## src/rtl/ps2c_pkg.sv

```systemverilog
`default_nettype none
package ps2c_pkg;

	localparam int FIFO_DEPTH = 128;
	localparam int PTR_W = $clog2(FIFO_DEPTH);
	localparam int COUNT_BITS = 32;
	localparam int TABLE_LEN = 59;
	localparam int TBL_IDX_W = $clog2(TABLE_LEN);
	localparam int ESC_LEN = 4;
	localparam int ESC_IDX_W = $clog2(ESC_LEN);
	localparam int ESC_CNT_W = $clog2(ESC_LEN + 1);
	localparam int PADDR_W = 3;

	typedef enum logic [1:0] {
		OP_SCAN   = 2'd0,
		OP_INJECT = 2'd1,
		OP_READ   = 2'd2,
		OP_NONE   = 2'd3
	} ps2c_op_t;

	localparam logic REG_CTRL_C = 1'b0;

	localparam logic [7:0] PREFIX_BYTE = 8'he0;
	localparam logic [6:0] KEY_LSHIFT = 7'h2a;
	localparam logic [6:0] KEY_RSHIFT = 7'h36;
	localparam logic [6:0] KEY_CTRL   = 7'h1d;
	localparam logic [6:0] KEY_C      = 7'h2e;
	localparam logic [6:0] KEY_D      = 7'h20;
	localparam logic [6:0] KEY_Z      = 7'h2c;
	localparam logic [6:0] KEY_UP     = 7'h48;
	localparam logic [6:0] KEY_DOWN   = 7'h50;
	localparam logic [6:0] KEY_LEFT   = 7'h4b;
	localparam logic [6:0] KEY_RIGHT  = 7'h4d;
	localparam logic [6:0] KEY_HOME   = 7'h47;
	localparam logic [6:0] KEY_END    = 7'h4f;
	localparam logic [6:0] KEY_DEL    = 7'h53;

	localparam logic [7:0] CH_ETX   = 8'h03;
	localparam logic [7:0] CH_EOT   = 8'h04;
	localparam logic [7:0] CH_SUB   = 8'h1a;
	localparam logic [7:0] CH_ESC   = 8'h1b;
	localparam logic [7:0] CH_LBRKT = 8'h5b;
	localparam logic [7:0] CH_TILDE = 8'h7e;

	localparam logic [7:0] PLAIN_MAP [TABLE_LEN] = '{
		8'h00, 8'h1b, 8'h31, 8'h32, 8'h33, 8'h34, 8'h35, 8'h36,
		8'h37, 8'h38, 8'h39, 8'h30, 8'h2d, 8'h3d, 8'h08, 8'h09,
		8'h71, 8'h77, 8'h65, 8'h72, 8'h74, 8'h79, 8'h75, 8'h69,
		8'h6f, 8'h70, 8'h5b, 8'h5d, 8'h0a, 8'h00, 8'h61, 8'h73,
		8'h64, 8'h66, 8'h67, 8'h68, 8'h6a, 8'h6b, 8'h6c, 8'h3b,
		8'h27, 8'h60, 8'h00, 8'h5c, 8'h7a, 8'h78, 8'h63, 8'h76,
		8'h62, 8'h6e, 8'h6d, 8'h2c, 8'h2e, 8'h2f, 8'h00, 8'h2a,
		8'h00, 8'h20, 8'h00
	};

	localparam logic [7:0] SHIFT_MAP [TABLE_LEN] = '{
		8'h00, 8'h1b, 8'h21, 8'h40, 8'h23, 8'h24, 8'h25, 8'h5e,
		8'h26, 8'h2a, 8'h28, 8'h29, 8'h5f, 8'h2b, 8'h08, 8'h09,
		8'h51, 8'h57, 8'h45, 8'h52, 8'h54, 8'h59, 8'h55, 8'h49,
		8'h4f, 8'h50, 8'h7b, 8'h7d, 8'h0a, 8'h00, 8'h41, 8'h53,
		8'h44, 8'h46, 8'h47, 8'h48, 8'h4a, 8'h4b, 8'h4c, 8'h3a,
		8'h22, 8'h7e, 8'h00, 8'h7c, 8'h5a, 8'h58, 8'h43, 8'h56,
		8'h42, 8'h4e, 8'h4d, 8'h3c, 8'h3e, 8'h3f, 8'h00, 8'h2a,
		8'h00, 8'h20, 8'h00
	};

	typedef struct packed {
		logic                 load;
		logic                 exec;
		logic                 push;
		logic                 capture;
		logic [ESC_IDX_W-1:0] idx;
	} ps2c_cmd_t;

	typedef struct packed {
		logic [ESC_CNT_W-1:0] n_chars;
	} ps2c_sts_t;

	typedef struct packed {
		logic        read_valid;
		logic [7:0]  read_value;
		logic [6:0]  buffered_count;
		logic [31:0] pushed_total;
		logic [31:0] dropped_total;
		logic [31:0] scan_total;
		logic [7:0]  last_scan;
		logic        interrupt_request;
	} ps2c_res_t;

endpackage
`default_nettype wire

```

## src/rtl/ps2c_if.sv

```systemverilog
`default_nettype none
interface ps2c_in_if;
	logic       valid;
	logic       ready;
	logic [1:0] opcode;
	logic [7:0] scan_byte;
	logic [7:0] inject_value;

	modport source(output valid, output opcode, output scan_byte, output inject_value,
		input ready);
	modport sink(input valid, input opcode, input scan_byte, input inject_value,
		output ready);
endinterface

interface ps2c_out_if;
	logic        valid;
	logic        ready;
	logic        read_valid;
	logic [7:0]  read_value;
	logic [6:0]  buffered_count;
	logic [31:0] pushed_total;
	logic [31:0] dropped_total;
	logic [31:0] scan_total;
	logic [7:0]  last_scan;
	logic        interrupt_request;

	modport source(output valid, output read_valid, output read_value,
		output buffered_count, output pushed_total, output dropped_total,
		output scan_total, output last_scan, output interrupt_request, input ready);
	modport sink(input valid, input read_valid, input read_value,
		input buffered_count, input pushed_total, input dropped_total,
		input scan_total, input last_scan, input interrupt_request, output ready);
endinterface
`default_nettype wire

```

## src/rtl/ps2_scancode_to_char_fifo_top.sv

```systemverilog
// sequence: an accepted item is loaded, decoded in the exec state, then offered to
// the fifo one character per cycle (0 to 4, escape keys give the most) through the
// single fifo write port, and its result is captured once the output is free; an
// output stall holds it there, and no new item is accepted until back in idle
// reset: arst_n clears pointers, flags, counters and handshake state at once;
// ctrl_c_signals resets to 1, fifo storage is not cleared
`default_nettype none
module ps2_scancode_to_char_fifo_top (
	input  wire                                clk,
	input  wire                                arst_n,
	input  wire                                psel,
	input  wire                                penable,
	input  wire                                pwrite,
	input  wire [ps2c_pkg::PADDR_W-1:0]        paddr,
	input  wire [31:0]                         pwdata,
	output logic [31:0]                        prdata,
	output logic                               pready,
	ps2c_in_if.sink                            in_ch,
	ps2c_out_if.source                         out_ch
);
	import ps2c_pkg::*;

	logic      ctrl_c_q;
	ps2c_cmd_t cmd;
	ps2c_sts_t sts;
	ps2c_res_t res;

	assign pready = 1'b1;
	assign prdata = (paddr[2] == REG_CTRL_C) ? {31'b0, ctrl_c_q} : 32'b0;

	always_ff @(posedge clk or negedge arst_n) begin
		if (!arst_n) begin
			ctrl_c_q <= 1'b1;
		end else if (psel && penable && pwrite && pready && paddr[2] == REG_CTRL_C) begin
			ctrl_c_q <= pwdata[0];
		end
	end

	ps2c_ctrl u_ctrl (
		.clk       (clk),
		.arst_n    (arst_n),
		.in_valid  (in_ch.valid),
		.in_ready  (in_ch.ready),
		.out_valid (out_ch.valid),
		.out_ready (out_ch.ready),
		.sts       (sts),
		.cmd       (cmd)
	);

	ps2c_dp u_dp (
		.clk            (clk),
		.arst_n         (arst_n),
		.ctrl_c_signals (ctrl_c_q),
		.opcode         (in_ch.opcode),
		.scan_byte      (in_ch.scan_byte),
		.inject_value   (in_ch.inject_value),
		.cmd            (cmd),
		.sts            (sts),
		.res            (res)
	);

	assign out_ch.read_valid = res.read_valid;
	assign out_ch.read_value = res.read_value;
	assign out_ch.buffered_count = res.buffered_count;
	assign out_ch.pushed_total = res.pushed_total;
	assign out_ch.dropped_total = res.dropped_total;
	assign out_ch.scan_total = res.scan_total;
	assign out_ch.last_scan = res.last_scan;
	assign out_ch.interrupt_request = res.interrupt_request;

`ifndef SYNTH
	a_one_item: assert property (@(posedge clk) disable iff (!arst_n)
		in_ch.valid && in_ch.ready |=> !in_ch.ready)
		else $error("second transfer taken while an item is in work");

	a_capture_shows: assert property (@(posedge clk) disable iff (!arst_n)
		cmd.capture |=> out_ch.valid)
		else $error("captured result not presented");

	a_cmd_exclusive: assert property (@(posedge clk) disable iff (!arst_n)
		$onehot0({cmd.load, cmd.exec, cmd.push, cmd.capture}))
		else $error("controller issued overlapping commands");

	a_out_hold: assert property (@(posedge clk) disable iff (!arst_n)
		out_ch.valid && !out_ch.ready |=> out_ch.valid && $stable(res))
		else $error("waiting result changed before its transfer");
`endif
endmodule
`default_nettype wire

```

## src/rtl/ps2c_ctrl.sv

```systemverilog
`default_nettype none
module ps2c_ctrl (
	input  wire                  clk,
	input  wire                  arst_n,
	input  wire                  in_valid,
	output logic                 in_ready,
	output logic                 out_valid,
	input  wire                  out_ready,
	input  ps2c_pkg::ps2c_sts_t  sts,
	output ps2c_pkg::ps2c_cmd_t  cmd
);
	import ps2c_pkg::*;

	typedef enum logic [1:0] {
		ST_IDLE,
		ST_EXEC,
		ST_PUSH,
		ST_DONE
	} state_t;

	state_t               state_q;
	logic [ESC_IDX_W-1:0] idx_q;
	logic [ESC_CNT_W-1:0] n_q;
	logic                 out_valid_q;
	logic                 last_push;

	assign last_push = ({1'b0, idx_q} == (n_q - ESC_CNT_W'(1)));

	always_comb begin
		cmd = '0;
		cmd.idx = idx_q;
		cmd.load = (state_q == ST_IDLE) && in_valid;
		cmd.exec = (state_q == ST_EXEC);
		cmd.push = (state_q == ST_PUSH);
		cmd.capture = (state_q == ST_DONE) && (!out_valid_q || out_ready);
	end

	assign in_ready = (state_q == ST_IDLE);
	assign out_valid = out_valid_q;

	always_ff @(posedge clk or negedge arst_n) begin
		if (!arst_n) begin
			state_q <= ST_IDLE;
			idx_q <= '0;
			n_q <= '0;
			out_valid_q <= 1'b0;
		end else begin
			if (cmd.capture)
				out_valid_q <= 1'b1;
			else if (out_ready)
				out_valid_q <= 1'b0;
			case (state_q)
				ST_IDLE: begin
					if (in_valid)
						state_q <= ST_EXEC;
				end
				ST_EXEC: begin
					n_q <= sts.n_chars;
					idx_q <= '0;
					state_q <= (sts.n_chars != '0) ? ST_PUSH : ST_DONE;
				end
				ST_PUSH: begin
					// one character per cycle through the single write port
					idx_q <= idx_q + ESC_IDX_W'(1);
					if (last_push)
						state_q <= ST_DONE;
				end
				ST_DONE: begin
					if (!out_valid_q || out_ready)
						state_q <= ST_IDLE;
				end
				default: state_q <= ST_IDLE;
			endcase
		end
	end
endmodule
`default_nettype wire

```

## src/rtl/ps2c_dp.sv

```systemverilog
`default_nettype none
module ps2c_dp (
	input  wire                  clk,
	input  wire                  arst_n,
	input  wire                  ctrl_c_signals,
	input  wire [1:0]            opcode,
	input  wire [7:0]            scan_byte,
	input  wire [7:0]            inject_value,
	input  ps2c_pkg::ps2c_cmd_t  cmd,
	output ps2c_pkg::ps2c_sts_t  sts,
	output ps2c_pkg::ps2c_res_t  res
);
	import ps2c_pkg::*;

	logic [7:0]            mem [FIFO_DEPTH];
	logic [7:0]            mem_rd_q;

	ps2c_op_t              op_q;
	logic [7:0]            scan_q;
	logic [7:0]            inj_q;

	logic [PTR_W-1:0]      head_q;
	logic [PTR_W-1:0]      tail_q;
	logic                  shift_q;
	logic                  ctrl_q;
	logic                  prefix_q;
	logic [COUNT_BITS-1:0] push_cnt_q;
	logic [COUNT_BITS-1:0] drop_cnt_q;
	logic [COUNT_BITS-1:0] scan_cnt_q;
	logic [7:0]            last_scan_q;
	logic                  rv_q;
	logic                  irq_q;
	logic [7:0]            chars_q [ESC_LEN];
	ps2c_res_t             res_q;

	logic [6:0]            key;
	logic                  up;
	logic [7:0]            tbl_ch;
	logic [7:0]            dec_c [ESC_LEN];
	logic [ESC_CNT_W-1:0]  dec_n;
	logic                  dec_irq;
	logic                  full;
	logic                  empty;

	assign key = scan_q[6:0];
	assign up = scan_q[7];
	assign full = ((tail_q + PTR_W'(1)) == head_q);
	assign empty = (head_q == tail_q);

	always_comb begin
		dec_c = '{default: '0};
		dec_n = '0;
		dec_irq = 1'b0;
		tbl_ch = '0;
		if (key < 7'(TABLE_LEN))
			tbl_ch = shift_q ? SHIFT_MAP[key[TBL_IDX_W-1:0]] : PLAIN_MAP[key[TBL_IDX_W-1:0]];
		if (ctrl_q) begin
			if (key == KEY_C)
				tbl_ch = CH_ETX;
			else if (key == KEY_D)
				tbl_ch = CH_EOT;
			else if (key == KEY_Z)
				tbl_ch = CH_SUB;
		end
		case (op_q)
			OP_SCAN: begin
				if (scan_q == PREFIX_BYTE) begin
					dec_n = '0;
				end else if (prefix_q) begin
					// the extended key presses listed below become ansi escape sequences
					dec_c[0] = CH_ESC;
					dec_c[1] = CH_LBRKT;
					if (!up) begin
						case (key)
							KEY_UP:    begin dec_c[2] = 8'h41; dec_n = ESC_CNT_W'(3); end
							KEY_DOWN:  begin dec_c[2] = 8'h42; dec_n = ESC_CNT_W'(3); end
							KEY_LEFT:  begin dec_c[2] = 8'h44; dec_n = ESC_CNT_W'(3); end
							KEY_RIGHT: begin dec_c[2] = 8'h43; dec_n = ESC_CNT_W'(3); end
							KEY_HOME:  begin dec_c[2] = 8'h48; dec_n = ESC_CNT_W'(3); end
							KEY_END:   begin dec_c[2] = 8'h46; dec_n = ESC_CNT_W'(3); end
							KEY_DEL: begin
								dec_c[2] = 8'h33;
								dec_c[3] = CH_TILDE;
								dec_n = ESC_CNT_W'(4);
							end
							default: dec_n = '0;
						endcase
					end
				end else if (key == KEY_LSHIFT || key == KEY_RSHIFT || key == KEY_CTRL || up) begin
					dec_n = '0;
				end else if (tbl_ch == CH_ETX && ctrl_c_signals) begin
					dec_irq = 1'b1;
				end else if (tbl_ch != '0) begin
					dec_c[0] = tbl_ch;
					dec_n = ESC_CNT_W'(1);
				end
			end
			OP_INJECT: begin
				if (inj_q != '0) begin
					dec_c[0] = inj_q;
					dec_n = ESC_CNT_W'(1);
				end
			end
			default: dec_n = '0;
		endcase
	end

	assign sts.n_chars = dec_n;

	always_ff @(posedge clk) begin
		if (cmd.push && !full)
			mem[tail_q] <= chars_q[cmd.idx];
		if (cmd.exec)
			mem_rd_q <= mem[head_q];
	end

	always_ff @(posedge clk) begin
		if (cmd.load) begin
			op_q <= ps2c_op_t'(opcode);
			scan_q <= scan_byte;
			inj_q <= inject_value;
		end
		if (cmd.exec)
			chars_q <= dec_c;
		if (cmd.capture) begin
			res_q.read_valid <= rv_q;
			res_q.read_value <= rv_q ? mem_rd_q : 8'h00;
			res_q.buffered_count <= 7'(tail_q - head_q);
			res_q.pushed_total <= 32'(push_cnt_q);
			res_q.dropped_total <= 32'(drop_cnt_q);
			res_q.scan_total <= 32'(scan_cnt_q);
			res_q.last_scan <= last_scan_q;
			res_q.interrupt_request <= irq_q;
		end
	end

	always_ff @(posedge clk or negedge arst_n) begin
		if (!arst_n) begin
			head_q <= '0;
			tail_q <= '0;
			shift_q <= 1'b0;
			ctrl_q <= 1'b0;
			prefix_q <= 1'b0;
			push_cnt_q <= '0;
			drop_cnt_q <= '0;
			scan_cnt_q <= '0;
			last_scan_q <= '0;
			rv_q <= 1'b0;
			irq_q <= 1'b0;
		end else begin
			if (cmd.exec) begin
				irq_q <= dec_irq;
				rv_q <= (op_q == OP_READ) && !empty;
				case (op_q)
					OP_SCAN: begin
						scan_cnt_q <= scan_cnt_q + COUNT_BITS'(1);
						last_scan_q <= scan_q;
						if (scan_q == PREFIX_BYTE)
							prefix_q <= 1'b1;
						else if (prefix_q)
							prefix_q <= 1'b0;
						else if (key == KEY_LSHIFT || key == KEY_RSHIFT)
							shift_q <= !up;
						else if (key == KEY_CTRL)
							ctrl_q <= !up;
					end
					OP_READ: begin
						if (!empty)
							head_q <= head_q + PTR_W'(1);
					end
					default: ;
				endcase
			end
			if (cmd.push) begin
				// one slot stays free so full and empty differ
				if (full) begin
					drop_cnt_q <= drop_cnt_q + COUNT_BITS'(1);
				end else begin
					tail_q <= tail_q + PTR_W'(1);
					push_cnt_q <= push_cnt_q + COUNT_BITS'(1);
				end
			end
		end
	end

	assign res = res_q;
endmodule
`default_nettype wire

```

## src/flat_wrapper.sv

```systemverilog
// flat-port wrapper written by rule: the top's interface ports become plain ports
module ps2_scancode_to_char_fifo_top_flat import ps2c_pkg::*;
  (clk, arst_n, psel, penable, pwrite, paddr, pwdata, prdata, pready, in_ch_valid, in_ch_opcode, in_ch_scan_byte, in_ch_inject_value, in_ch_ready, out_ch_valid, out_ch_read_valid, out_ch_read_value, out_ch_buffered_count, out_ch_pushed_total, out_ch_dropped_total, out_ch_scan_total, out_ch_last_scan, out_ch_interrupt_request, out_ch_ready);
  ps2c_in_if in_ch_i ();
  ps2c_out_if out_ch_i ();
  input  wire clk;
  input  wire arst_n;
  input  wire psel;
  input  wire penable;
  input  wire pwrite;
  input  wire [ps2c_pkg::PADDR_W-1:0] paddr;
  input  wire [31:0] pwdata;
  output logic [31:0] prdata;
  output logic pready;
  input wire logic [$bits(in_ch_i.valid)-1:0] in_ch_valid;
  input wire logic [$bits(in_ch_i.opcode)-1:0] in_ch_opcode;
  input wire logic [$bits(in_ch_i.scan_byte)-1:0] in_ch_scan_byte;
  input wire logic [$bits(in_ch_i.inject_value)-1:0] in_ch_inject_value;
  output wire logic [$bits(in_ch_i.ready)-1:0] in_ch_ready;
  output wire logic [$bits(out_ch_i.valid)-1:0] out_ch_valid;
  output wire logic [$bits(out_ch_i.read_valid)-1:0] out_ch_read_valid;
  output wire logic [$bits(out_ch_i.read_value)-1:0] out_ch_read_value;
  output wire logic [$bits(out_ch_i.buffered_count)-1:0] out_ch_buffered_count;
  output wire logic [$bits(out_ch_i.pushed_total)-1:0] out_ch_pushed_total;
  output wire logic [$bits(out_ch_i.dropped_total)-1:0] out_ch_dropped_total;
  output wire logic [$bits(out_ch_i.scan_total)-1:0] out_ch_scan_total;
  output wire logic [$bits(out_ch_i.last_scan)-1:0] out_ch_last_scan;
  output wire logic [$bits(out_ch_i.interrupt_request)-1:0] out_ch_interrupt_request;
  input wire logic [$bits(out_ch_i.ready)-1:0] out_ch_ready;
  assign in_ch_i.valid = in_ch_valid;
  assign in_ch_i.opcode = in_ch_opcode;
  assign in_ch_i.scan_byte = in_ch_scan_byte;
  assign in_ch_i.inject_value = in_ch_inject_value;
  assign in_ch_ready = in_ch_i.ready;
  assign out_ch_valid = out_ch_i.valid;
  assign out_ch_read_valid = out_ch_i.read_valid;
  assign out_ch_read_value = out_ch_i.read_value;
  assign out_ch_buffered_count = out_ch_i.buffered_count;
  assign out_ch_pushed_total = out_ch_i.pushed_total;
  assign out_ch_dropped_total = out_ch_i.dropped_total;
  assign out_ch_scan_total = out_ch_i.scan_total;
  assign out_ch_last_scan = out_ch_i.last_scan;
  assign out_ch_interrupt_request = out_ch_i.interrupt_request;
  assign out_ch_i.ready = out_ch_ready;
  ps2_scancode_to_char_fifo_top u_core (.clk(clk), .arst_n(arst_n), .psel(psel), .penable(penable), .pwrite(pwrite), .paddr(paddr), .pwdata(pwdata), .prdata(prdata), .pready(pready), .in_ch(in_ch_i), .out_ch(out_ch_i));
endmodule
```

## config.mk

```make
export PLATFORM = sky130hd
export DESIGN_NAME = ps2_scancode_to_char_fifo_top_flat
export DESIGN_NICKNAME = d
export VERILOG_FILES = /design/src/rtl/ps2c_pkg.sv /design/src/rtl/ps2c_if.sv /design/src/rtl/ps2_scancode_to_char_fifo_top.sv /design/src/rtl/ps2c_ctrl.sv /design/src/rtl/ps2c_dp.sv /design/src/flat_wrapper.sv
export SDC_FILE = /design/constraint.sdc
export NUM_CORES = 2
export LEC_CHECK = 0
export BUFFER_PORTS_ARGS = -buffer_cell sky130_fd_sc_hd__buf_2
export CAP_MARGIN = 5
export CORE_MARGIN = 1
export CORE_UTILIZATION = 48
export DETAILED_ROUTE_END_ITERATION = 10
export GPL_TIMING_DRIVEN = 0
export PLACE_DENSITY_LB_ADDON = 0.08
export SYNTH_ARGS = -nofsm -noshare
export SYNTH_HDL_FRONTEND = slang
export SYNTH_SLANG_ARGS = --single-unit
```

## constraint.sdc

```tcl
create_clock -name clk -period 8.4 [get_ports clk]
set_clock_uncertainty 0.2 [all_clocks]
set_input_delay 0 -clock clk [delete_from_list [all_inputs] [get_ports clk]]
set_output_delay 0 -clock clk [all_outputs]
set_load 0.005 [all_outputs]
```

# After elaboration in Yosys (flattened, before gate mapping)

Memory sizes are Yosys's and may differ from the RTL's. A register that Yosys moved wholly into a read port is not among the register bits.
Index checks and enable logic that the tools add are counted.

Input bits: 60
ROM bits: 1,024
Memories kept: 3
Register bits: 303
Bits in writable memories: 1,024
Output and inout bits: 156

Memory list:

| name             | words | width | read ports | clocked after Yosys merged registers in | wr ports | RTL line      | text |
|---|---|---|---|---|---|---|---|
| u_core.u_dp.mem  | 128   | 8     | 1          | 1                                       | 1        | ps2c_dp.sv:15 | `logic [7:0] mem [FIFO_DEPTH];` |
| (name not given) | 64    | 8     | 1          | 0                                       | 0        | ps2c_dp.sv:56 | `tbl_ch = shift_q ? SHIFT_MAP[key[TBL_IDX_W-1:0]] : PLAIN_MAP[key[TBL_IDX_W-1:0]];` |
| (name not given) | 64    | 8     | 1          | 0                                       | 0        | ps2c_dp.sv:56 |  |

Muxes and demuxes: 50
Reductions and logical operators: 33
Equal/unequal tests: 26
Bitwise operators: 9
Add/subtract/negate cells: 8
Order comparisons: 3

Operator list:

| operator                                                                     | count |
|---|---|
| 8-bit two-way mux                                                            | 17 |
| 32-bit by 1-bit adder with 32-bit output, second input constant              | 3 |
| 7-bit equality test, second input constant                                   | 7 |
| 7-bit case mux with 7 select lines                                           | 1 |
| 7-bit by 6-bit equality test with 1-bit output, second input constant        | 5 |
| 32-bit two-way mux                                                           | 1 |
| 23-bit two-way mux                                                           | 1 |
| 8-bit binary-select mux with 2-bit select                                    | 1 |
| 1-bit two-way mux                                                            | 16 |
| 16-bit two-way mux                                                           | 1 |
| 8-bit case mux with 2 select lines                                           | 1 |
| 8-bit nonzero test                                                           | 2 |
| 7-bit by 1-bit adder with 7-bit output, second input constant                | 2 |
| 7-bit equality test                                                          | 2 |
| 3-bit case mux with 2 select lines                                           | 2 |
| 3-bit two-way mux                                                            | 3 |
| 8-bit by 2-bit equality test with 1-bit output, second input constant        | 1 |
| 8-bit equality test, second input constant                                   | 1 |
| 1-bit logical AND                                                            | 8 |
| 2-bit case mux with 4 select lines                                           | 1 |
| 7-bit by 5-bit equality test with 1-bit output, second input constant        | 1 |
| 7-bit greater-or-equal comparator, second input constant                     | 1 |
| 7-bit by 6-bit less-than comparator with 1-bit output, second input constant | 1 |
| 7-bit two-way mux                                                            | 1 |
| other kinds (26)                                                             | 49 |

# Longest topological paths before layout

Depth in word-level cells: 20
Depth in mapped cells: 12
Mapped depth without buffers: 9

# Modules after synthesis

A second synthesis with hierarchy kept.

Cells, all modules: 2,711
Area total of the unflattened synthesis: 52,894.5 um^2

Modules (own cells, without submodules):

| module                        | instances | sequential area each (um^2) | area each (um^2) | cells each |
|---|---|---|---|---|
| ps2c_dp                       | 1         | 38,722.1                    | 52,107.5         | 2,627 |
| ps2c_ctrl                     | 1         | 200.2                       | 484.2            | 46 |
| ps2_scancode_to_char_fifo_top | 1         | 26.3                        | 302.8            | 38 |

# Worst setup path before layout

OpenSTA, ideal clock, no wires.

Kind: register to register
Start point: register u_core.u_ctrl.idx_q[1]
End point: memory u_core.u_dp.mem[0][0] (data pin)
Arrival time: 5.879 ns
Required time: 7.003 ns
Period minus slack after synthesis: 7.276 ns
Path slack: 1.124 ns
Stages on the path, launching flop included: 4
Path through: dfrtp_1 -> clkbuf_1 -> mux2i_1 -> o21ai_0

Cells in the longest elaborated chain, start to end: 4

RTL lines:

| what                                                  | RTL line        | text |
|---|---|---|
| from (decl)                                           | ps2c_ctrl.sv:22 | `logic [ESC_IDX_W-1:0] idx_q;` |
| from (signal assigned)                                | ps2c_ctrl.sv:64 | `idx_q <= idx_q + ESC_IDX_W'(1);` |
| 2-bit NOT with 3-bit output (implied by the code)     | ps2c_dp.sv:112  | `mem[tail_q] <= chars_q[cmd.idx];` |
| 8-bit binary-select mux with 2-bit select             | ps2c_dp.sv:112  |  |
| 8-bit two-way mux (implied by the code) (2 in series) | ps2c_dp.sv:112  |  |
| to (decl)                                             | ps2c_dp.sv:15   |  |

No other way between the ends. The select of a mux whose other input is x is not followed.

# Worst setup path in the final report

Start point: register u_core.u_dp.tail_q[3]
End point: memory u_core.u_dp.mem[87][4] (enable)

Cells in the longest elaborated chain, start to end: 6

RTL lines:

| what                                    | RTL line       | text |
|---|---|---|
| from (decl)                             | ps2c_dp.sv:23  | `logic [PTR_W-1:0] tail_q;` |
| from (signal assigned)                  | ps2c_dp.sv:179 | `tail_q <= tail_q + PTR_W'(1);` |
| 7-bit by 1-bit adder with 7-bit output  | ps2c_dp.sv:47  | `assign full = ((tail_q + PTR_W'(1)) == head_q);` |
| 7-bit equality test                     | ps2c_dp.sv:47  |  |
| 1-bit zero test                         | ps2c_dp.sv:111 | `if (cmd.push && !full)` |
| 1-bit logical AND                       | ps2c_dp.sv:111 |  |
| 1-bit two-way mux                       | ps2c_dp.sv:111 |  |
| 1-bit two-way mux (implied by the code) | ps2c_dp.sv:112 |  |

Parallel ways exist; a longest one is shown, timed or not.

==> impl_metrics.json <==
{
  "top_layer": "met5",
  "drv_slew": 0,
  "clk_latency_ns": 0.75,
  "antenna_found_initial": 3,
  "max_freq_mhz": 188,
  "p_total_mw": 20.8,
  "ys_seq_area_frac": 0.738,
  "vias": 27100,
  "path_clk_slew_ns": 0.06,
  "synth.avg_cell_area_um2": 19.7,
  "cts_max_level": 4,
  "layoutNonFillerInstCount": 4612,
  "endpoint_kind": "flop",
  "crit_family": "buffers and inverters",
  "grt-ovfl-total": 0,
  "cts-root-to-sink-buffers": 3,
  "cts_root_buf": "clkbuf_16",
  "antennaDiodeCount": 0,
  "crit_path_max_incr_delay_ns": 1.06,
  "cts_tree": "built",
  "cts_setup_buffers": 0,
  "dp.final_hpwl_mm": 90.7,
  "via_per_inst": 5.87,
  "leakagePower_nw": 20.5,
  "finalHoldViolCount": 0,
  "tightestPinTransition_ns": 1.38,
  "drcViolationCount": 0,
  "criticalPathCategory": "reg -> reg",
  "synth_cells": 2687,
  "cp_common_cell": "clkbuf_1",
  "track_usage": 0.240,
  "drt_pass1_iterations": 7,
  "met2RoutedLength_mm": 65.8,
  "post_drt_wl_per_cell_um": 28.5,
  "cts_buffers": 139,
  "cts_sinks": 1319,
  "worstSetupStartpointType": "flop",
  "place_congestion": 0.897,
  "relSlewSlack": 0.0828,
  "period_share": 0.634,
  "crit_arrival_ns": 5.49,
  "synth-edff-count": 1187,
  "path_depth": 11,
  "holdCritStartpoint": "paddr[2]",
  "wl_met3_mm": 7.44,
  "reg2reg_depth": 11,
  "coreArea_um2": 109000,
  "status": "finished clean",
  "async_flop_share": 0.100,
  "final-setup-viol-count": 0,
  "synthToLayoutAreaGrowth_pct": 15.7,
  "slowest_stage": "buf_1",
  "p_per_area_nw_per_um2": 340,
  "synthFlopType": "edfxtp_1",
  "nFillCells": 8293,
  "start_util": 0.484,
  "timing.critical_path.buf_inv": 5,
  "r2r-start": "u_core.u_dp.tail_q[3]$_DFFE_PN0P_",
  "yosysWarnings": 0,
  "whs_path_depth": 3,
  "placedCellCount": 4309,
  "die_h_um": 334,
  "final_nets": 3176,
  "floorplan.rows": 121,
  "crit_start": "u_core.u_dp.tail_q[3]$_DFFE_PN0P_",
  "grt_pass1_wl_mm": 191,
  "finalCriticalPeriod_ns": 5.33,
  "synth_cell_types": 77,
  "ir_drop_mv": 0.197,
  "ant_nets": 0,
  "rsz0062_at_grt": "false",
  "grt_max_degree": 80,
  "ys_seq_elements": 1319,
  "max_cap_viol_count": 0,
  "initialDrtViolationCount": 2438,
  "hold_class": "in -> out",
  "die_w_um": 334,
  "drive_above_1_share": 0.260,
  "crit_fanout": 10,
  "die_area_um2": 111000,
  "synth_area_um2": 52800,
  "io_pins": 216,
  "crit_chain": "buf_4 > and2_1 > clkbuf_1 > and4_1 > o2111ai_1 > o31a_1 > buf_2 > nand2b_1 > clkbuf_1 > buf_1 > nor2_1",
  "grt_pass1_vias": 27400,
  "met1_length_mm": 54.5,
  "port-buffer-count": 150,
  "required_ns": 8.56,
  "wirelength_mm": 131
}
worst register-to-register path: stages, from the launching register on:
cell and delay [ns]:
dfrtp_1 0.37, buf_4 0.18, and2_1 0.13, clkbuf_1 0.60
and4_1 0.29, o2111ai_1 0.14, o31a_1 0.26, buf_2 0.19
nand2b_1 0.09, clkbuf_1 0.92, buf_1 1.07, nor2_1 0.52
final cells by class:
class	count	area, um2	share of cell area
Inverter	41	154	0.00252
Sequential cell	1319	38900	0.638
Clock buffer	182	3770	0.0618
Tap cell	1414	1770	0.0290
Buffer	164	823	0.0135
Timing Repair Buffer	227	1920	0.0314
Clock inverter	72	607	0.00994
Multi-Input combinational cell	1193	13100	0.214
synthesized netlist by cell type (17+ instances only):
cell	n	share of area
edfxtp_1	1187	0.68
mux4_2	336	0.14
nor2_1	171	0.012
dfrtp_1	131	0.062
xnor2_1	96	0.016
nand2_1	81	0.0058
clkbuf_1	64	0.0045
nand3_1	54	0.0051
inv_1	40	0.0028
buf_2	37	0.0035
buf_4	37	0.0053
o21ai_0	35	0.0033
a21oi_1	33	0.0031
ha_1	30	0.0071
nand4_1	30	0.0036
mux2_2	25	0.0053
and3_1	24	0.0028
xor2_1	24	0.0040
buf_1	23	0.0016
and4_1	20	0.0033
nor2b_1	19	0.0023
and2_1	17	0.0020
nor3_1	17	0.0016
layout by cell type, fill, tap and decap left out, drive strengths merged, types with 14 or more instances in the layout:
cell and n:
a21oi 33, and2 19, and3 24, and4 20, buf 280, clkbuf 246
clkinv 55, conb 32, dfrtp 131, dlygate4sd3 47, edfxtp 1187, ha 30
inv 48, mux2 25, mux2i 15, mux4 336, nand2 81, nand2b 14
nand3 54, nand4 30, nor2 171, nor2b 19, nor3 17, o21ai 35
xnor2 96, xor2 24
power breakdown:
group          total [mW]  internal, mW  switching, mW
clock                5.89          3.37           2.52
combinational        6.21          2.45           3.76
sequential           8.69          8.51          0.185
total                20.8          14.3           6.47
metal layers:
metal / up-vias / GRT usage
li1: 11600 / -
met1: 14300 / 0.329
met2: 972 / 0.400
met3: 182 / 0.0341
met4: 2 / 0.0744
met5: - / 0
final timing paths:
path	endpoint	slack (ns)
max	u_core.u_dp.mem[87][4]$_DFFE_PP_	3.07
min	prdata[0]	0.03
max reg2reg	u_core.u_dp.mem[87][4]$_DFFE_PP_	3.07
min reg2reg	u_core.u_dp.res[103]$_DFFE_PP_	0.25
max in group asynchronous	u_core.u_dp.scan_cnt_q[20]$_DFFE_PN0P_	7.39
min in group asynchronous	u_core.u_dp.push_cnt_q[23]$_DFFE_PN0P_	0.17
through the flow:
step / instance area, um2 / setup TNS (ns) / hold WS (ns) / setup slack (ns) / utilization
after detailed placement: 56200 / 0 / -0.200 / 3.14 / 0.515
final: 61100 / 0 / 0.0319 / 3.07 / 0.560
after global placement: 55400 / -5098.56 / -0.0211 / -6.46 / 0.509
after floorplan: 52900 / 0 / -0.496 / 1.12 / -
after global routing: 61100 / 0 / 0.0453 / 3.01 / 0.560
after CTS: 61100 / 0 / 0.0320 / 3.11 / 0.560
state kept, by name, summed over array words and instances, names as in the netlist, 2 cells and up:
| register | count |
|---|---|
| u_core.u_ctrl.idx_q | 2 |
| u_core.u_ctrl.n_q | 3 |
| u_core.u_ctrl.state_q | 2 |
| u_core.u_dp.chars_q | 16 |
| u_core.u_dp.drop_cnt_q | 32 |
| u_core.u_dp.head_q | 7 |
| u_core.u_dp.inj_q | 8 |
| u_core.u_dp.last_scan_q | 8 |
| u_core.u_dp.mem | 1024 |
| u_core.u_dp.mem_rd_q | 8 |
| u_core.u_dp.op_q | 2 |
| u_core.u_dp.push_cnt_q | 32 |
| u_core.u_dp.res | 121 |
| u_core.u_dp.scan_cnt_q | 32 |
| u_core.u_dp.scan_q | 8 |
| u_core.u_dp.tail_q | 7 |
what timing repair did:
item | 4_1_cts | 5_1_grt
resized for setup | 0 | 0
hold buffers | 48 | 0
hold endpoints to repair | 205 | 0
cell families (layout without fill, tap and decap cells):
family | Yosys count | in the layout | share of synthesized area
AOI/OAI and AO/OA | 148 | 148 | 0.0188
xor gates and xnor gates | 120 | 120 | 0.0199
adders and majority gates | 31 | 31 | 0.00749
buffers and inverters | 205 | 686 | 0.0185
DFF | 1319 | 1319 | 0.738
muxes | 376 | 376 | 0.151
other | 2 | 32 | 0.000142
and+or+nand+nor | 486 | 486 | 0.0461
(Power assumes the default switching activity.)
